`config.mk`:
```
export PLATFORM = sky130hd
export DESIGN_NAME = container_header_validator
export DESIGN_NICKNAME = d
export VERILOG_FILES = /design/src/chv_pkg.sv /design/src/container_header_validator.sv
export SDC_FILE = /design/constraint.sdc
export NUM_CORES = 2
export LEC_CHECK = 0
export ABC_AREA = 1
export BUFFER_PORTS_ARGS = -buffer_cell sky130_fd_sc_hd__buf_2
export CAP_MARGIN = 5
export CORE_ASPECT_RATIO = 1.1
export CORE_MARGIN = 2
export CORE_UTILIZATION = 40
export CTS_BUF_LIST = sky130_fd_sc_hd__clkbuf_4
export DETAILED_ROUTE_END_ITERATION = 10
export PLACE_DENSITY_LB_ADDON = 0.1
export SLEW_MARGIN = 20
export SYNTH_ARGS = -nofsm -noshare
export SYNTH_HDL_FRONTEND = slang
export SYNTH_SLANG_ARGS = --single-unit
export TNS_END_PERCENT = 1
```
`constraint.sdc`:
```
create_clock -name clk -period 14.76 [get_ports clk]
set_input_delay 1.476 -clock clk [delete_from_list [all_inputs] [get_ports clk]]
set_output_delay 1.476 -clock clk [all_outputs]
set_load 0.01 [all_outputs]
```
`src/chv_pkg.sv`:
```
package chv_pkg;

  localparam int unsigned IDX_W = 33;
  localparam logic [IDX_W-1:0] IDX_MAX = {IDX_W{1'b1}};

  localparam logic [31:0] FNV_BASIS = 32'd2166136261;
  localparam logic [31:0] FNV_PRIME = 32'd16777619;

  // Magic bytes 'W','V','B','F' read little-endian
  localparam logic [31:0] MAGIC_WORD = 32'h4642_5657;
  localparam logic [15:0] MAX_SECTIONS = 16'd128;
  localparam logic [7:0] MAX_VERSION = 8'd2;
  localparam logic [IDX_W-1:0] HDR_LEN = 33'd24;
  localparam logic [IDX_W-1:0] HASHED_LEN = 33'd20;
  localparam logic [31:0] HASHED_LEN_WORD = 32'd20;

  // Header byte positions at which each check fires
  localparam logic [IDX_W-1:0] POS_MAGIC = 33'd3;
  localparam logic [IDX_W-1:0] POS_VERSION = 33'd4;
  localparam logic [IDX_W-1:0] POS_SECTIONS = 33'd7;
  localparam logic [IDX_W-1:0] POS_HDR_SUM = 33'd23;

  // Offsets reported with each error
  localparam logic [4:0] OFS_NONE = 5'd0;
  localparam logic [4:0] OFS_VERSION = 5'd4;
  localparam logic [4:0] OFS_SECTIONS = 5'd6;
  localparam logic [4:0] OFS_DIR_LEN = 5'd8;
  localparam logic [4:0] OFS_BODY_SUM = 5'd16;
  localparam logic [4:0] OFS_HDR_SUM = 5'd20;

  typedef enum logic [2:0] {
    ST_OK       = 3'd0,
    ST_EOF      = 3'd1,
    ST_MAGIC    = 3'd2,
    ST_VERSION  = 3'd3,
    ST_LENGTH   = 3'd4,
    ST_HDR_SUM  = 3'd5,
    ST_BODY_SUM = 3'd6
  } status_t;

  // One FNV-1a step; product truncated to 32 bits
  function automatic logic [31:0] fnv_mix(input logic [31:0] h, input logic [31:0] v);
    logic [31:0] x;
    x = h ^ v;
    return x * FNV_PRIME;
  endfunction

endpackage

```
`src/container_header_validator.sv`:
```
// Container header validator.
//
// Input channel (s_axis_*): one file byte per beat, s_axis_tlast on the final
// byte of the file. Output channel (m_axis_*): one verdict beat per file,
// carrying status, error offset and the header fields as read.
//
// Every accepted byte updates, where it lies in their byte ranges, the header
// capture, the header FNV-1a hash and the directory-body FNV-1a hash in the
// same cycle. The final byte snapshots the verdict inputs into a prep register;
// the next stage folds the directory size into the body hash (one constant
// multiply), compares it and loads the output register, which drives
// m_axis_tdata. Input takes one byte per cycle while s_axis_tready is high;
// a new file may start right behind a verdict.
//
// Reset clears the byte count, header capture and all valid flags; hashes get FNV_BASIS.
// When the receiver stalls, the verdict holds in the output register and a
// second verdict waits in the prep register; input stalls only while both
// are full, so bytes keep flowing until two verdicts are pending.
module container_header_validator (
  input  logic         clk,
  input  logic         rst,
  input  logic         s_axis_tvalid,
  output logic         s_axis_tready,
  input  logic [7:0]   s_axis_tdata,   // [7:0] data_byte
  input  logic         s_axis_tlast,   // last_byte
  output logic         m_axis_tvalid,
  input  logic         m_axis_tready,
  output logic [103:0] m_axis_tdata    // [2:0] status, [7:3] error_offset,
                                       // [15:8] format_version, [23:16] hdr_flags,
                                       // [39:24] section_total, [71:40] directory_bytes,
                                       // [103:72] file_ident
);

  // Parse state
  logic [chv_pkg::IDX_W-1:0] byte_index;
  logic [191:0]              hdr;
  logic [31:0]               header_hash;
  logic [31:0]               body_hash;
  logic [31:0]               header_fin;
  chv_pkg::status_t          first_error;

  logic [chv_pkg::IDX_W-1:0] byte_index_next;
  logic [191:0]              hdr_next;
  logic [31:0]               header_hash_next;
  logic [31:0]               body_hash_next;
  chv_pkg::status_t          first_error_next;

  // Prep stage
  logic                      p_valid;
  chv_pkg::status_t          p_status;
  logic [4:0]                p_offset;
  logic                      p_need_body;
  logic [31:0]               p_body_hash;
  logic [31:0]               p_body_sum;
  logic [95:0]               p_fields;

  chv_pkg::status_t          pre_status;
  logic [4:0]                pre_offset;
  logic                      pre_need_body;

  // Output stage
  chv_pkg::status_t          out_status;
  logic [4:0]                out_offset;
  logic [95:0]               out_fields;

  logic                      s_fire;
  logic                      p_adv;
  logic [31:0]               dir;
  logic [7:0]                b;
  logic [chv_pkg::IDX_W:0]   dir_end;
  chv_pkg::status_t          fin_status;
  logic [4:0]                fin_offset;

  assign b      = s_axis_tdata;
  assign p_adv  = p_valid && (!m_axis_tvalid || m_axis_tready);
  assign s_axis_tready = !p_valid || p_adv;
  assign s_fire = s_axis_tvalid && s_axis_tready;

  // Byte update: capture, hashes, header checks
  always_comb begin
    hdr_next = hdr;
    if (byte_index < chv_pkg::HDR_LEN) begin
      hdr_next[byte_index[4:0]*8 +: 8] = b;
    end
    dir = hdr_next[95:64];

    header_hash_next = header_hash;
    if (byte_index < chv_pkg::HASHED_LEN) begin
      header_hash_next = chv_pkg::fnv_mix(header_hash, {24'd0, b});
    end

    body_hash_next = body_hash;
    if (byte_index >= chv_pkg::HDR_LEN &&
        (byte_index - chv_pkg::HDR_LEN) < {1'b0, dir}) begin
      body_hash_next = chv_pkg::fnv_mix(body_hash, {24'd0, b});
    end

    first_error_next = first_error;
    if (first_error == chv_pkg::ST_OK) begin
      if (byte_index == chv_pkg::POS_MAGIC && hdr_next[31:0] != chv_pkg::MAGIC_WORD) begin
        first_error_next = chv_pkg::ST_MAGIC;
      end else if (byte_index == chv_pkg::POS_VERSION &&
                   (hdr_next[39:32] == 8'd0 || hdr_next[39:32] > chv_pkg::MAX_VERSION)) begin
        first_error_next = chv_pkg::ST_VERSION;
      end else if (byte_index == chv_pkg::POS_SECTIONS &&
                   hdr_next[63:48] > chv_pkg::MAX_SECTIONS) begin
        first_error_next = chv_pkg::ST_LENGTH;
      end else if (byte_index == chv_pkg::POS_HDR_SUM &&
                   header_fin != hdr_next[191:160]) begin
        first_error_next = chv_pkg::ST_HDR_SUM;
      end
    end

    byte_index_next = (byte_index == chv_pkg::IDX_MAX) ? byte_index : byte_index + 1'b1;
  end

  // Verdict up to the body checksum
  always_comb begin
    dir_end       = {1'b0, chv_pkg::HDR_LEN} + {2'b00, dir};
    pre_need_body = 1'b0;
    pre_status    = chv_pkg::ST_OK;
    pre_offset    = chv_pkg::OFS_NONE;
    if (byte_index_next < chv_pkg::HDR_LEN) begin
      pre_status = chv_pkg::ST_EOF;
    end else begin
      case (first_error_next)
        chv_pkg::ST_MAGIC: begin
          pre_status = chv_pkg::ST_MAGIC;
        end
        chv_pkg::ST_VERSION: begin
          pre_status = chv_pkg::ST_VERSION;
          pre_offset = chv_pkg::OFS_VERSION;
        end
        chv_pkg::ST_LENGTH: begin
          pre_status = chv_pkg::ST_LENGTH;
          pre_offset = chv_pkg::OFS_SECTIONS;
        end
        chv_pkg::ST_OK: begin
          if (dir_end > {1'b0, byte_index_next}) begin
            pre_status = chv_pkg::ST_LENGTH;
            pre_offset = chv_pkg::OFS_DIR_LEN;
          end else begin
            pre_need_body = hdr_next[40];
          end
        end
        default: begin
          pre_status = chv_pkg::ST_HDR_SUM;
          pre_offset = chv_pkg::OFS_HDR_SUM;
        end
      endcase
    end
  end

  always_ff @(posedge clk) begin
    if (rst) begin
      byte_index  <= '0;
      hdr         <= '0;
      header_hash <= chv_pkg::FNV_BASIS;
      body_hash   <= chv_pkg::FNV_BASIS;
      first_error <= chv_pkg::ST_OK;
    end else if (s_fire) begin
      if (s_axis_tlast) begin
        // Drop all parse state; next beat starts a new file
        byte_index  <= '0;
        hdr         <= '0;
        header_hash <= chv_pkg::FNV_BASIS;
        body_hash   <= chv_pkg::FNV_BASIS;
        first_error <= chv_pkg::ST_OK;
      end else begin
        byte_index  <= byte_index_next;
        hdr         <= hdr_next;
        header_hash <= header_hash_next;
        body_hash   <= body_hash_next;
        first_error <= first_error_next;
      end
    end
  end

  // Finished header hash; settles well before byte 23 arrives
  always_ff @(posedge clk) begin
    header_fin <= chv_pkg::fnv_mix(header_hash, chv_pkg::HASHED_LEN_WORD);
  end

  // Prep register
  always_ff @(posedge clk) begin
    if (rst) begin
      p_valid <= 1'b0;
    end else if (s_fire && s_axis_tlast) begin
      p_valid <= 1'b1;
    end else if (p_adv) begin
      p_valid <= 1'b0;
    end
  end

  always_ff @(posedge clk) begin
    if (s_fire && s_axis_tlast) begin
      p_status    <= pre_status;
      p_offset    <= pre_offset;
      p_need_body <= pre_need_body;
      p_body_hash <= body_hash_next ^ dir;
      p_body_sum  <= hdr_next[159:128];
      p_fields    <= hdr_next[127:32];
    end
  end

  // Fold directory size into body hash and compare
  always_comb begin
    fin_status = p_status;
    fin_offset = p_offset;
    if (p_need_body && (p_body_hash * chv_pkg::FNV_PRIME) != p_body_sum) begin
      fin_status = chv_pkg::ST_BODY_SUM;
      fin_offset = chv_pkg::OFS_BODY_SUM;
    end
  end

  // Output register
  always_ff @(posedge clk) begin
    if (rst) begin
      m_axis_tvalid <= 1'b0;
    end else if (p_adv) begin
      m_axis_tvalid <= 1'b1;
    end else if (m_axis_tready) begin
      m_axis_tvalid <= 1'b0;
    end
  end

  always_ff @(posedge clk) begin
    if (p_adv) begin
      out_status <= fin_status;
      out_offset <= fin_offset;
      out_fields <= p_fields;
    end
  end

  assign m_axis_tdata = {out_fields, out_offset, out_status};

  // A pending verdict in the prep stage is never lost while the output stalls
  a_prep_hold: assert property (@(posedge clk) disable iff (rst)
    p_valid && !p_adv |=> p_valid)
    else $error("prep verdict dropped while stalled");

  // The final byte always restarts the byte count
  a_restart: assert property (@(posedge clk) disable iff (rst)
    s_fire && s_axis_tlast |=> byte_index == '0 && first_error == chv_pkg::ST_OK)
    else $error("parse state not cleared after final byte");

  // Header hash frozen once the hashed header bytes are in
  a_hdr_hash_frozen: assert property (@(posedge clk) disable iff (rst)
    byte_index >= chv_pkg::HASHED_LEN && !(s_fire && s_axis_tlast)
    |=> $stable(header_hash))
    else $error("header hash changed past hashed range");

  // An ok verdict reports offset zero
  a_ok_offset: assert property (@(posedge clk) disable iff (rst)
    m_axis_tvalid && out_status == chv_pkg::ST_OK |-> out_offset == chv_pkg::OFS_NONE)
    else $error("ok verdict with nonzero offset");

  // No new verdict enters the prep stage while it still holds one that cannot move
  a_no_overrun: assert property (@(posedge clk) disable iff (rst)
    p_valid && !p_adv |-> !s_fire)
    else $error("input accepted over stalled prep verdict");

endmodule
```
==> flow_metrics.py <==
metrics = {
    "yosys": {
        "syn_inst": 6257,
        "yosysSeqAreaShare_pct": 28.8,
        "syn-num-nets": 7270,
        "synth_edf_count": 271,
        "syn_area_mm2": 0.0509,
        "synth.distinct_cells": 70,
        "yosys-top-cells-area": "ha_1 (18%), edfxtp_1 (16%), dfxtp_1 (13%)",
        "syn_avg_cell_area_um2": 8.13,
        "ys_async_sr_fraction_pct": 0,
        "synth_top_area_cell": "ha_1",
        "yosys_warnings": 0,
        "ys_ff_latch": 597,
        "synth_top_area_share_pct": 18.0,
        "synthFlopType": "dfxtp_1",
    },
    "timing": {
        "fmax_mhz": 134,
        "relSlewSlack_pct": 18.2,
        "fin_setup_tns_ns": 0,
        "hold_violations": 0,
        "finalWorstSetupSlack_ns": 7.29,
        "rsz0062_at_grt": "no",
        "worst_pin_slew_ns": 1.23,
        "slew_viol_final": 0,
        "skew_ns": 0.0848,
        "final-setup-viol-count": 0,
        "fin_crit_ns": 7.47,
        "timing.hold.ws_ns": 0.405,
        "finalCritPeriodShare_pct": 50.6,
    },
    "cts": {
        "cts.sinks": 597,
        "htree_levels": 4,
        "cts_root_buf": "clkbuf_4",
        "clkLatencyLatePin_ns": 1.11,
        "post_cts_buffers": 0,
        "clockBufferDepth": 3,
        "cts_resized": 0,
        "cts_hold_buf": 0,
        "clk_pin_slew_ns": 0.06,
        "cts_tree": "done",
        "numCtsBuffers": 171,
    },
    "setup_path": {
        "worstSetupPathType": "flip-flop to flip-flop",
        "reg2reg_depth": 21,
        "crit_arrival_ns": 8.23,
        "required_ns": 15.52,
        "slowest_delay_ns": 0.79,
        "start_kind": "flip-flop",
        "crit_slowest_cell": "o21ai_0",
        "crit_fanout": 55,
        "path_common_cell": "nand2_1",
        "r2r_setup_slack_ns": 7.29,
        "end_kind": "flip-flop",
        "worstPathCellList": "buf_4, inv_2, ha_1, inv_1, nand2_1, nand2_4, inv_2, nor4_1, nand2_1, o21ai_0, inv_1, ha_1, a21oi_1, o21ai_0, nand2_1, a31o_2, o2111ai_1, a21oi_4, nand3_4, o21ai_1, xor2_1",
    },
    "die": {
        "core_area_mm2": 0.127,
        "initial_core_util_pct": 40.2,
        "die_w_um": 344,
        "ios": 119,
        "die-area_mm2": 0.130,
        "rows": 137,
        "fp.dieH_um": 378,
    },
    "drt": {
        "vias": 41200,
        "wirelength_um": 159000,
        "viasPerCell": 5.03,
        "first_pass_iters": 6,
        "wire_per_inst_um": 19.4,
        "route.antenna.remaining_nets": 0,
        "initialDrtViolationCount": 2699,
        "drc": 0,
    },
    "place": {
        "dp_hpwl_um": 125000,
        "port_buffers": 117,
        "dpl_worst_slack_ns": 7.18,
        "gp_routability_congestion": 0.912,
    },
    "global_route": {
        "grt_overflow": 0,
        "grt_pass1_vias": 40900,
        "antenna_found_initial": 5,
        "grt_max_degree": 193,
        "grt_first_pass_wirelength_um": 244000,
        "grtUsageTotal_pct": 24.7,
    },
    "hold_path": {
        "hold_depth": 0,
        "hold_class": "flip-flop to flip-flop",
    },
    "finish": {
        "syn_to_final_growth_pct": 8.65,
        "drive_above_1_share_pct": 8.66,
        "final_cell_mix": "nand2_1 (1341), inv_1 (1190), ha_1 (731)",
        "final_common_cell": "nand2_1",
        "final_nets": 7402,
    },
    "run_status": {
        "status": "finished clean",
    },
    "flow_run": {
        "maxCapViolations": 0,
    },
}
[metal layers]
layer | track usage [%] | wire, um | vias up
li1 | - | - | 20500
met1 | 32.3 | 70800 | 19500
met2 | 42.3 | 76700 | 994
met3 | 3.11 | 6780 | 199
met4 | 7.55 | 4390 | 0
met5 | 0 | 0 | -
[flip-flops by register name (all words and copies together), names as in the netlist]
register,count
header_hash,32
header_fin,32
p_body_hash,32
p_body_sum,32
byte_index,33
hdr,192
first_error,3
p_status,3
out_offset,4
p_fields,96
p_need_body,1
p_valid,1
m_axis_tvalid,1
out_status,3
out_fields,96
p_offset,4
body_hash,32
[cell usage after synthesis (all sizes together), types with 78 or more instances]
| master | instances |
|---|---|
| xnor2 | 85 |
| a21oi | 458 |
| fa | 269 |
| dfxtp | 326 |
| ha | 731 |
| edfxtp | 271 |
| nor2 | 314 |
| inv | 1214 |
| nand2 | 1364 |
| o21ai | 190 |
| xor2 | 207 |
| nor3 | 78 |
| clkbuf | 125 |
| nand3 | 262 |
| nand4 | 121 |
[kinds of logic after synthesis]
group,count (synthesis),synth area share (%)
buffers and inverters,1410,10.7
flip-flops,597,28.8
XOR/XNOR,293,5.07
AND/OR/NAND/NOR,2209,18.7
multiplexers,2,0.0443
AO/OA/AOI/OAI,745,8.16
other,1,0.00737
adder cells (fa/ha/maj),1000,28.6
[cell type report]
class / instances / area (um2)
clock buffers: 263 / 1970
multi-input cells: 4250 / 30800
diodes: 5 / 12.5
repair buffers: 150 / 856
inverters: 1219 / 4580
well taps: 1668 / 2090
fillers: 13000 / 71200
clock inverters: 43 / 269
flip-flops and latches: 597 / 14700
[path summary, 6_finish.rpt]
check	startpoint	endpoint
worst max register to register	byte_index[0]	p_body_hash[8]
worst min-delay path	p_fields[69]	out_fields[69]
worst max-delay path	byte_index[0]	p_body_hash[8]
worst min register to register	p_fields[69]	out_fields[69]
[critical path: cells and delay by family, from the launching register on]
kind	cells	cell delay, ns
flip-flops	1	0.30
buffers and inverters	5	1.38
XOR/XNOR	1	0.12
AO/OA/AOI/OAI	7	2.57
adder cells (fa/ha/maj)	2	0.57
AND/OR/NAND/NOR	6	2.12
[per-stage QoR]
stage,utilization [%],instances,instance area (um2)
6_report,43.7,8195,55300
5_1_grt,43.7,8192,55300
4_1_cts,43.7,8190,55300
3_5_place_dp,41.9,7884,53000
3_3_place_gp,41.9,7884,53000
2_1_floorplan,-,6257,50900
Power is not shown: default switching activity piles up to over one toggle a cycle in this logic, so the estimate is an artifact.
